File: src/rtl/core/epoch_seconds_to_calendar_date_top_macros.svh
// assertion helpers for the epoch seconds to calendar date block
`ifndef EPOCH_SECONDS_TO_CALENDAR_DATE_TOP_MACROS_SVH
`define EPOCH_SECONDS_TO_CALENDAR_DATE_TOP_MACROS_SVH

// same-cycle implication, checked outside reset
`define ES2CD_ASSERT_IMP(lbl, ante, cons, msg) \
    lbl: assert property (@(posedge i_clk) disable iff (!i_rst_n) (ante) |-> (cons)) \
        else $error(msg);

// next-cycle implication, checked outside reset
`define ES2CD_ASSERT_NXT(lbl, ante, cons, msg) \
    lbl: assert property (@(posedge i_clk) disable iff (!i_rst_n) (ante) |=> (cons)) \
        else $error(msg);

`endif

File: src/rtl/core/es2cd_pkg.sv
package es2cd_pkg;

    // port widths
    localparam int IN_TDATA_W  = 32;
    localparam int OUT_TDATA_W = 48;
    localparam int OUT_TUSER_W = 1;

    // pipeline depth, input register through output register
    localparam int STAGES = 7;

    // seconds per day and the first second of 2070
    localparam logic [16:0] SECS_PER_DAY = 17'd86400;
    localparam logic [31:0] RANGE_LIMIT  = 32'd3155760000;

    // reciprocals for constant division: q = (x * recip) >> shift
    // days = (t >> 7) / 675
    localparam logic [25:0] RECIP_675  = 26'd50903317;
    // x / 15, used for seconds to minutes and minutes to hours after >> 2
    localparam logic [15:0] RECIP_15   = 16'd34953;
    // x / 7 for the weekday
    localparam logic [17:0] RECIP_7    = 18'd149797;
    // days / 1461 for the four-year cycle
    localparam logic [16:0] RECIP_QUAD = 17'd91868;

    localparam logic [15:0] DAYS_PER_QUAD = 16'd1461;
    localparam logic [7:0]  BASE_YEAR     = 8'd70;

    // month index codes
    localparam logic [3:0] MON_JAN = 4'd0;
    localparam logic [3:0] MON_FEB = 4'd1;
    localparam logic [3:0] MON_MAR = 4'd2;
    localparam logic [3:0] MON_APR = 4'd3;
    localparam logic [3:0] MON_MAY = 4'd4;
    localparam logic [3:0] MON_JUN = 4'd5;
    localparam logic [3:0] MON_JUL = 4'd6;
    localparam logic [3:0] MON_AUG = 4'd7;
    localparam logic [3:0] MON_SEP = 4'd8;
    localparam logic [3:0] MON_OCT = 4'd9;
    localparam logic [3:0] MON_NOV = 4'd10;
    localparam logic [3:0] MON_DEC = 4'd11;

    // zero-based day of year on which a month starts
    function automatic logic [8:0] month_start(input logic [3:0] mon, input logic leap);
        logic [8:0] base;
        logic [8:0] adj;
        case (mon)
            MON_JAN: base = 9'd0;
            MON_FEB: base = 9'd31;
            MON_MAR: base = 9'd59;
            MON_APR: base = 9'd90;
            MON_MAY: base = 9'd120;
            MON_JUN: base = 9'd151;
            MON_JUL: base = 9'd181;
            MON_AUG: base = 9'd212;
            MON_SEP: base = 9'd243;
            MON_OCT: base = 9'd273;
            MON_NOV: base = 9'd304;
            MON_DEC: base = 9'd334;
            default: base = 9'd0;
        endcase
        adj = (leap && (mon >= MON_MAR)) ? 9'd1 : 9'd0;
        return base + adj;
    endfunction

endpackage

File: src/rtl/core/epoch_seconds_to_calendar_date_top.sv
// channel   | dir | handshake                          | payload
// s_axis    | in  | i_s_axis_tvalid / o_s_axis_tready  | tdata: epoch_seconds
// m_axis    | out | o_m_axis_tvalid / i_m_axis_tready  | tdata: date and time, tuser: range flag
//
// one transaction accepted per cycle when the output side keeps up
// seven register stages from input to output, the
// depth set by the reciprocal multipliers for /86400, /60, /7 and /1461
// i_rst_n is synchronous, active low, and clears the stage valid bits only
// a stalled output holds its stage; upstream stages keep filling any gaps, and
// o_s_axis_tready falls only when every stage holds a waiting transaction
`include "epoch_seconds_to_calendar_date_top_macros.svh"

module epoch_seconds_to_calendar_date_top (
    input  logic                             i_clk,
    input  logic                             i_rst_n,
    input  logic                             i_s_axis_tvalid,
    output logic                             o_s_axis_tready,
    // [31:0] epoch_seconds
    input  logic [es2cd_pkg::IN_TDATA_W-1:0]  i_s_axis_tdata,
    output logic                             o_m_axis_tvalid,
    input  logic                             i_m_axis_tready,
    // [5:0] second, [11:6] minute, [16:12] hour, [19:17] weekday,
    // [27:20] year_since_1900, [36:28] day_of_year, [40:37] month,
    // [45:41] day_of_month, [47:46] zero
    output logic [es2cd_pkg::OUT_TDATA_W-1:0] o_m_axis_tdata,
    // [0] range_error
    output logic [es2cd_pkg::OUT_TUSER_W-1:0] o_m_axis_tuser
);
    import es2cd_pkg::*;

    // stage control
    logic [STAGES-1:0] r_vld;
    logic [STAGES-1:0] n_vld;
    logic [STAGES-1:0] stage_en;

    // stage 0: input register
    logic [31:0] r_s0_t;

    // stage 1: day count estimate
    logic [31:0] r_s1_t;
    logic [15:0] r_s1_q;
    logic        r_s1_rng;
    logic [50:0] prod_day;
    logic [15:0] n_s1_q;
    logic        n_s1_rng;

    // stage 2: seconds of day
    logic [15:0] r_s2_days;
    logic [16:0] r_s2_sod;
    logic        r_s2_rng;
    logic [32:0] prod_sod;
    logic [31:0] diff_sod;
    logic [16:0] n_s2_sod;

    // stage 3: minute of day, weekday and cycle quotients
    logic [16:0] r_s3_sod;
    logic [15:0] r_s3_days;
    logic [10:0] r_s3_mod;
    logic [13:0] r_s3_q7;
    logic [5:0]  r_s3_quads;
    logic        r_s3_rng;
    logic [30:0] prod_mod;
    logic [16:0] x7;
    logic [34:0] prod_w;
    logic [32:0] prod_quad;
    logic [10:0] n_s3_mod;
    logic [13:0] n_s3_q7;
    logic [5:0]  n_s3_quads;

    // stage 4: second, hour, weekday and day within the cycle
    logic [5:0]  r_s4_sec;
    logic [4:0]  r_s4_hour;
    logic [10:0] r_s4_mod;
    logic [2:0]  r_s4_wday;
    logic [5:0]  r_s4_quads;
    logic [10:0] r_s4_rem;
    logic        r_s4_rng;
    logic [16:0] mod60;
    logic [16:0] diff_sec;
    logic [24:0] prod_hr;
    logic [16:0] q7x7;
    logic [16:0] diff_wd;
    logic [15:0] quad_days;
    logic [15:0] diff_rem;
    logic [5:0]  n_s4_sec;
    logic [4:0]  n_s4_hour;
    logic [2:0]  n_s4_wday;
    logic [10:0] n_s4_rem;

    // stage 5: minute, year and day of year
    logic [5:0]  r_s5_sec;
    logic [5:0]  r_s5_min;
    logic [4:0]  r_s5_hour;
    logic [2:0]  r_s5_wday;
    logic [7:0]  r_s5_year;
    logic [8:0]  r_s5_yday;
    logic        r_s5_leap;
    logic        r_s5_rng;
    logic [10:0] hour60;
    logic [10:0] diff_min;
    logic [1:0]  yr_off;
    logic [10:0] yday_wide;
    logic [5:0]  n_s5_min;
    logic [7:0]  n_s5_year;
    logic [8:0]  n_s5_yday;

    // stage 6: output register with month and day of month
    logic [5:0]  r_out_sec;
    logic [5:0]  r_out_min;
    logic [4:0]  r_out_hour;
    logic [2:0]  r_out_wday;
    logic [7:0]  r_out_year;
    logic [8:0]  r_out_yday;
    logic [3:0]  r_out_mon;
    logic [4:0]  r_out_mday;
    logic        r_out_rng;
    logic [3:0]  n_out_mon;
    logic [8:0]  mday_wide;
    logic [4:0]  n_out_mday;

    // terms for the checks
    logic        out_fields_ok;
    logic        out_rng_ok;
    logic        out_first_day;
    logic        out_jan_first;
    logic        pipe_blocked;
    logic        in_accept;

    // stage enables: a stage moves when it is empty or its successor moves
    always_comb begin
        stage_en[STAGES-1] = !r_vld[STAGES-1] || i_m_axis_tready;
        for (int k = STAGES - 2; k >= 0; k--) begin
            stage_en[k] = !r_vld[k] || stage_en[k+1];
        end
    end

    assign n_vld = {r_vld[STAGES-2:0], i_s_axis_tvalid};

    // valid bits
    always_ff @(posedge i_clk) begin
        if (!i_rst_n) begin
            r_vld <= '0;
        end else begin
            for (int k = 0; k < STAGES; k++) begin
                if (stage_en[k]) begin
                    r_vld[k] <= n_vld[k];
                end
            end
        end
    end

    // stage 1 logic: days = (t >> 7) / 675 by reciprocal
    always_comb begin
        prod_day = {26'b0, r_s0_t[31:7]} * {25'b0, RECIP_675};
        n_s1_q   = prod_day[50:35];
        n_s1_rng = (r_s0_t >= RANGE_LIMIT);
    end

    // stage 2 logic: remainder within the day
    always_comb begin
        prod_sod = {17'b0, r_s1_q} * {16'b0, SECS_PER_DAY};
        diff_sod = r_s1_t - prod_sod[31:0];
        n_s2_sod = diff_sod[16:0];
    end

    // stage 3 logic: minute of day, weekday quotient, four-year cycles
    always_comb begin
        prod_mod   = {16'b0, r_s2_sod[16:2]} * {15'b0, RECIP_15};
        n_s3_mod   = prod_mod[29:19];
        x7         = {1'b0, r_s2_days} + 17'd4;
        prod_w     = {18'b0, x7} * {17'b0, RECIP_7};
        n_s3_q7    = prod_w[33:20];
        prod_quad  = {17'b0, r_s2_days} * {16'b0, RECIP_QUAD};
        n_s3_quads = prod_quad[32:27];
    end

    // stage 4 logic: second, hour, weekday and day within the cycle
    always_comb begin
        mod60     = {6'b0, r_s3_mod} * 17'd60;
        diff_sec  = r_s3_sod - mod60;
        n_s4_sec  = diff_sec[5:0];
        prod_hr   = {16'b0, r_s3_mod[10:2]} * {9'b0, RECIP_15};
        n_s4_hour = prod_hr[23:19];
        q7x7      = {3'b0, r_s3_q7} * 17'd7;
        diff_wd   = {1'b0, r_s3_days} + 17'd4 - q7x7;
        n_s4_wday = diff_wd[2:0];
        quad_days = {10'b0, r_s3_quads} * DAYS_PER_QUAD;
        diff_rem  = r_s3_days - quad_days;
        n_s4_rem  = diff_rem[10:0];
    end

    // stage 5 logic: minute, then year within the cycle, the third year being leap
    always_comb begin
        hour60   = {6'b0, r_s4_hour} * 11'd60;
        diff_min = r_s4_mod - hour60;
        n_s5_min = diff_min[5:0];
        if (r_s4_rem < 11'd365) begin
            yr_off    = 2'd0;
            yday_wide = r_s4_rem;
        end else if (r_s4_rem < 11'd730) begin
            yr_off    = 2'd1;
            yday_wide = r_s4_rem - 11'd365;
        end else if (r_s4_rem < 11'd1096) begin
            yr_off    = 2'd2;
            yday_wide = r_s4_rem - 11'd730;
        end else begin
            yr_off    = 2'd3;
            yday_wide = r_s4_rem - 11'd1096;
        end
        n_s5_yday = yday_wide[8:0];
        n_s5_year = BASE_YEAR + {r_s4_quads, 2'b00} + {6'b0, yr_off};
    end

    // output stage logic: month search over the start table
    always_comb begin
        n_out_mon = MON_JAN;
        for (int m = 1; m < 12; m++) begin
            if (r_s5_yday >= month_start(4'(m), r_s5_leap)) begin
                n_out_mon = 4'(m);
            end
        end
        mday_wide  = r_s5_yday - month_start(n_out_mon, r_s5_leap) + 9'd1;
        n_out_mday = mday_wide[4:0];
    end

    // payload registers
    always_ff @(posedge i_clk) begin
        if (stage_en[0]) begin
            r_s0_t <= i_s_axis_tdata[31:0];
        end
        if (stage_en[1]) begin
            r_s1_t   <= r_s0_t;
            r_s1_q   <= n_s1_q;
            r_s1_rng <= n_s1_rng;
        end
        if (stage_en[2]) begin
            r_s2_days <= r_s1_q;
            r_s2_sod  <= n_s2_sod;
            r_s2_rng  <= r_s1_rng;
        end
        if (stage_en[3]) begin
            r_s3_sod   <= r_s2_sod;
            r_s3_days  <= r_s2_days;
            r_s3_mod   <= n_s3_mod;
            r_s3_q7    <= n_s3_q7;
            r_s3_quads <= n_s3_quads;
            r_s3_rng   <= r_s2_rng;
        end
        if (stage_en[4]) begin
            r_s4_sec   <= n_s4_sec;
            r_s4_hour  <= n_s4_hour;
            r_s4_mod   <= r_s3_mod;
            r_s4_wday  <= n_s4_wday;
            r_s4_quads <= r_s3_quads;
            r_s4_rem   <= n_s4_rem;
            r_s4_rng   <= r_s3_rng;
        end
        if (stage_en[5]) begin
            r_s5_sec  <= r_s4_sec;
            r_s5_min  <= n_s5_min;
            r_s5_hour <= r_s4_hour;
            r_s5_wday <= r_s4_wday;
            r_s5_year <= n_s5_year;
            r_s5_yday <= n_s5_yday;
            r_s5_leap <= (yr_off == 2'd2);
            r_s5_rng  <= r_s4_rng;
        end
        if (stage_en[6]) begin
            r_out_sec  <= r_s5_sec;
            r_out_min  <= r_s5_min;
            r_out_hour <= r_s5_hour;
            r_out_wday <= r_s5_wday;
            r_out_year <= r_s5_year;
            r_out_yday <= r_s5_yday;
            r_out_mon  <= n_out_mon;
            r_out_mday <= n_out_mday;
            r_out_rng  <= r_s5_rng;
        end
    end

    // ports
    assign o_s_axis_tready = stage_en[0];
    assign o_m_axis_tvalid = r_vld[STAGES-1];
    assign o_m_axis_tdata  = {2'b00, r_out_mday, r_out_mon, r_out_yday, r_out_year,
                              r_out_wday, r_out_hour, r_out_min, r_out_sec};
    assign o_m_axis_tuser  = r_out_rng;

    // check terms
    assign out_fields_ok = (r_out_sec < 6'd60) && (r_out_min < 6'd60) && (r_out_hour < 5'd24) &&
                           (r_out_wday < 3'd7) && (r_out_mon <= MON_DEC) && (r_out_mday != 5'd0);
    assign out_rng_ok    = (r_out_rng == (r_out_year >= 8'd170));
    assign out_first_day = o_m_axis_tvalid && (r_out_yday == 9'd0);
    assign out_jan_first = (r_out_mon == MON_JAN) && (r_out_mday == 5'd1);
    assign pipe_blocked  = o_m_axis_tvalid && !i_m_axis_tready && (r_vld == {STAGES{1'b1}});
    assign in_accept     = i_s_axis_tvalid && o_s_axis_tready;

    // checks
    `ES2CD_ASSERT_IMP(a_fields_in_range, o_m_axis_tvalid, out_fields_ok, "field out of range")
    `ES2CD_ASSERT_IMP(a_range_flag_year, o_m_axis_tvalid, out_rng_ok, "range flag wrong for year")
    `ES2CD_ASSERT_IMP(a_new_year_day, out_first_day, out_jan_first, "first day not 1 January")
    `ES2CD_ASSERT_IMP(a_stall_only_when_full, !o_s_axis_tready, pipe_blocked, "stall with room")
    `ES2CD_ASSERT_NXT(a_accept_fills_stage, in_accept, r_vld[0], "transaction not captured")

endmodule

File: config.mk
export PLATFORM = sky130hd
export DESIGN_NAME = epoch_seconds_to_calendar_date_top
export DESIGN_NICKNAME = d
export VERILOG_FILES = /design/src/rtl/core/es2cd_pkg.sv /design/src/rtl/core/epoch_seconds_to_calendar_date_top.sv
export VERILOG_INCLUDE_DIRS = /design/src /design/src/rtl/core
export SDC_FILE = /design/constraint.sdc
export NUM_CORES = 2
export LEC_CHECK = 0
export CAP_MARGIN = 20
export CORE_AREA = 2 2 200 300
export DETAILED_ROUTE_END_ITERATION = 10
export DIE_AREA = 0 0 202 302
export DONT_BUFFER_PORTS = 1
export GPL_ROUTABILITY_DRIVEN = 0
export GPL_TIMING_DRIVEN = 0
export PLACE_DENSITY = 0.71
export SLEW_MARGIN = 20
export SYNTH_ARGS = -nofsm -noshare
export SYNTH_HDL_FRONTEND = slang
export SYNTH_SLANG_ARGS = --single-unit
File: constraint.sdc
create_clock -name i_clk -period 15.8 [get_ports i_clk]
set_input_delay 1.58 -clock i_clk [delete_from_list [all_inputs] [get_ports i_clk]]
set_output_delay 1.58 -clock i_clk [all_outputs]
set_load 0.02 [all_outputs]
---- After elaboration in Yosys (flattened, before gate mapping) ----
Memories as Yosys holds them, arrays and structs flattened.
Index checks and enable logic that the tools add are counted.
word-level totals
  flip-flop bits (word level) ............. 280
  ROM bits ................................ 144
  bits of input ports ..................... 36
  output and inout bits ................... 51
  word-level logic and storage cells ...... 131
  memories kept ........................... 1
memories
  name              depth  bits a word  read ports  clocked after memory_dff  write ports  RTL line         RTL
  (name not given)  16     9            1           0                         0            es2cd_pkg.sv:46  case (mon)
operators by class
  add/sub/neg operators ................... 25
  $mul .................................... 10
  $lt $le $gt $ge ......................... 16
  eq/ne operators ......................... 1
  multiplexer cells ....................... 19
  reduce and logical (&&, ||, !) cells .... 15
operator list
  kind                    count
  $ge 9x9->1              10
  $mul 25x26->51 const B  1
  $add 8x9->9 const A     4
  $mul 17x18->34 const B  1
  $ge 32x32->1 const B    1
  $mul 16x15->31 const B  1
  $mul 15x16->30 const B  1
  $mux 9                  3
  $mul 9x16->24 const B   1
  $add 7x9->9 const A     2
  $add 9x9->9 const A     2
  $add 16x3->17 const B   1
  $sub 17x17->17          1
  $mul 16x10->10 const B  1
  $mux 4                  4
  $mul 14x3->3 const B    1
  $mux 3                  4
  $sub 6x6->6             2
  $lt 11x10->1 const B    1
  $lt 11x11->1 const B    1
  $lt 11x9->1 const B     1
  $mul 11x4->4 const B    1
  $mul 6x11->11 const B   1
  $sub 11x11->11          1
  21 further kinds        39

---- Depth between registers and ports, before layout ----
  depth in word-level cells ............... 19
  mapped depth ............................ 24
  mapped depth without buffers ............ 24

---- Worst setup path before layout ----
OpenSTA, ideal clock, no wires.
  path kind ............................... register to register
  start point ............................. register r_s0_t[30]
  end point ............................... register r_s1_q[13] (data pin)
  arrival time ............................ 5914 ps
  setup slack ............................. 9629 ps
  stages on the path, launching flop included .. 20
  buffers on the path ..................... 0
  period minus slack after synthesis ...... 6171 ps
  cell sequence ........................... edfxtp_1 > fa_1 > inv_1 > fa_1 > inv_1 > fa_1 > inv_1 > fa_1 > inv_1 > fa_1 > fa_1 > ha_1 > ha_1 > and3_1 > and3_1 > and3_2 > a211oi_2 > nor3_1 > or3_1 > xor2_1
between the ends
  cells in the longest elaborated chain, start to end .. 1
ends and longest elaborated chain
  what                    RTL line                                   RTL
  from (decl)             epoch_seconds_to_calendar_date_top.sv:37   logic [31:0] r_s0_t;
  from (signal assigned)  epoch_seconds_to_calendar_date_top.sv:229  r_s0_t <= i_s_axis_tdata[31:0];
  $mul 25x26->51          epoch_seconds_to_calendar_date_top.sv:154  prod_day = {26'b0, r_s0_t[31:7]} * {25'b0, RECIP_675};
  via prod_day[48]        epoch_seconds_to_calendar_date_top.sv:43   logic [50:0] prod_day;
  to (signal assigned)    epoch_seconds_to_calendar_date_top.sv:233  r_s1_q <= n_s1_q;
  to (decl)               epoch_seconds_to_calendar_date_top.sv:41   logic [15:0] r_s1_q;
The timed path passes the listed nets, and every way through them passes these cells.
A chain may end at the register's enable or synchronous reset.

---- Worst setup path in the final report ----
  start point ............................. register r_s0_t[12]
  end point ............................... register r_s1_q[12] (data pin)
Same word-level chain as after synthesis.

==> results.ini <==
[route]
wl_per_cell_um=17.7
vias=19685
drtPass1Iterations=5
antenna_left=0
drt-initial-drc-count=815
vias_per_cell=5.38
drcViolationCount=0
drt_wl_total_um=64700

[layout]
final_cells=3657
num_antenna_cells=0
design_area_sq_um=33700
area_delta_synth_final_pct=6.44
final_layout_size_suffix_gt1_share_pct=2.81
fillers=4668
multi_input_area_sq_um=20700
nets=3970
regArea_sq_um=8010

[critical_path]
r2r-start=r_s0_t[12]
crit_fanout=13
worstSetupPathType=flop to flop
critPathCaptureType=flop
arrival_ns=7.58
cp_data_required_time_ns=16.09
crit_path_start=r_s0_t[12]
startpoint_type=flop

[clock_network]
cts-root-buf=clkbuf_16
postCtsSetupBuffers=0
clkSinkCount=269
cts_tree=done
cts_resized=0
holdBufCountCts=0
worstSkewPairLatency_ns=0.56
clk_pin_slew_worst_paths_ns=0.06
htree_levels=1
cts.path.max_buffers=3
cts_buffers=29

[die]
die_area_sq_um=61000
fp.dieH_um=302
io_pins=87
core_area_sq_um=58500
fp.dieW_um=202
start_util_pct=54.2
placementRows=109

[placement]
port_buffers=0
place_area_sq_um=32800
place_inst=3605
hpwl_um=55600

[sta]
worst_pin_slew_ns=1.00
rsz0062_at_grt=false
clock.fmax_mhz=137
timing.final.crit_share_pct=46.1
final-setup-viol-count=0
tns_ns=0
finalCriticalPeriod_ns=7.29
skew_ns=0.0198
hold_viol_final=0
slew_headroom_pct=33.3
drv_slew=0

[yosys]
synthArstFlopShare_pct=0
synth_edf_count=262
syn_area_per_cell_sq_um=11.2
ys_ff_latch=269
ys_types=69
synth_top_flop_cell=edfxtp_1
yosysSeqAreaShare_pct=25.3
yosys_warnings=0
syn_area_sq_um=31700
syn_inst=2824

[global_route]
grt_pass1_wl_um=108000
antenna_found_initial=1
overflow=0
grt_usage_pct=22.3
grt_pass1_vias=22030
grt_max_degree=39

[hold_path]
worstHoldStart=r_s4_sec[1]
holdCritPathClass=flop to flop

[run_status]
status=finished, final reports clean

[run]
cap_violations=0

[layer usage]
layer / vias to the layer above / track usage [%] / wire [um]
li1: 9308 / - / -
met1: 9685 / 23.5 / 23200
met2: 492 / 43.6 / 35400
met3: 198 / 2.21 / 2370
met4: 2 / 11.4 / 3690
met5: - / 0 / 13
[cells in the mapped netlist (5+ instances only)]
master,n,area [sq um]
a211oi_1,10,75.1
a21o_1,31,233
a21oi_1,101,505
a31oi_1,10,62.6
and3_1,9,56.3
buf_2,6,30.0
dfxtp_1,7,140
edfxtp_1,262,7870
fa_1,373,7470
ha_1,702,8780
inv_1,775,2910
nand2_1,63,236
nand2b_1,8,50.1
nand3_1,10,50.1
nand4_1,18,113
nor2_1,53,199
nor2b_1,12,75.1
nor3_1,18,90.1
o2111ai_1,6,52.6
o211ai_1,5,37.5
o21a_1,18,135
o21ai_0,65,325
o21bai_1,19,143
o31ai_1,6,45.0
or2_2,6,37.5
or3_1,7,43.8
xnor2_1,110,963
xor2_1,32,280
[through the flow]
stage / util, % / hold slack [ns] / worst slack [ns]
6_report: 57.7 / 0.408 / 8.51
5_1_grt: 57.7 / 0.424 / 8.21
4_1_cts: 57.7 / 0.406 / 8.57
3_5_place_dp: 56.0 / 0.405 / 8.58
3_3_place_gp: 55.9 / 0.400 / 8.64
2_1_floorplan: - / 0.400 / 9.63
[cell usage in the layout (no fill, tap or decap), drive strengths merged, types with 4 or more instances in the layout]
master	netlist	routed
or3	7	7
nor3	18	18
mux2i	4	4
dfxtp	7	7
a31oi	10	10
a2111oi	4	4
o211ai	5	5
a221oi	5	5
a21oi	101	101
a22oi	4	4
xor2	32	32
o21ai	66	66
a211oi	12	12
fa	373	373
o2111ai	6	6
o21a	18	18
ha	702	702
a21o	32	32
nor2b	12	12
or2	6	6
o21bai	19	19
o31ai	6	6
xnor2	110	110
clkinv	1	8
edfxtp	262	262
nand4	18	18
nor2	53	53
nand3	10	10
nand2b	8	8
a21boi	5	5
clkbuf	5	41
inv	775	777
and3	10	10
bufinv	0	5
nand2	63	63
buf	8	11
[registers in the layout, summed over array words and instances (netlist names), 6 cells and up]
signal and count:
r_s1_q 16, r_vld 7, r_s3_quads 6, r_out_min 6
r_s3_sod 6, r_s2_sod 17, r_s3_days 11, r_s1_t 17
r_s2_days 16, r_out_year 8, r_s4_mod 6, r_s4_sec 6
r_s3_mod 11, r_s4_quads 6, r_s4_rem 11, r_out_sec 6
r_s5_sec 6, r_s5_year 8, r_s5_yday 9, r_s0_t 32
r_s5_min 6, r_out_yday 9
[final timing paths]
path / slack (ns) / to / depth (start not counted)
worst max register to register: 8.51 / r_s1_q[12] / 22
worst min-delay path: 0.41 / r_s5_sec[1] / 0
worst min register to register: 0.41 / r_s5_sec[1] / 0
worst max-delay path: 8.51 / r_s1_q[12] / 22
[worst max-delay path: stages (launching register included)]
cell and delay [ns]:
edfxtp_1 1.01, inv_1 0.21, ha_1 0.39, inv_1 0.13
fa_1 0.43, ha_1 0.29, inv_1 0.05, fa_1 0.50
inv_1 0.05, fa_1 0.48, fa_1 0.55, inv_1 0.05
fa_1 0.52, inv_1 0.04, ha_1 0.35, nand2_1 0.10
nor3_1 0.26, nand4_1 0.13, a31oi_1 0.58, a211oi_2 0.28
o21ai_0 0.32, a21oi_1 0.13, xnor2_1 0.14
[logic make-up after synthesis]
kind of cell | Yosys count | synth area share (%)
fa+ha+maj | 1075 | 51.3
buf+inv | 789 | 9.39
compound gates | 327 | 6.72
flops | 269 | 25.3
simple gates | 217 | 3.30
xor+xnor | 142 | 3.92
mux | 4 | 0.126
other cells | 1 | 0.0118
[cell type report]
type                       count  share of cell area (%)
multi-input combinational   1767                    61.4
buffer                        13                   0.193
clock inverter                16                   0.679
clock buffer                  36                    2.26
inverter                     776                    8.63
sequential                   269                    23.7
tap                          777                    2.88
timing repair buffer           3                   0.200
Power is not shown: default switching activity piles up to over one toggle a cycle in this logic, so the estimate is an artifact.
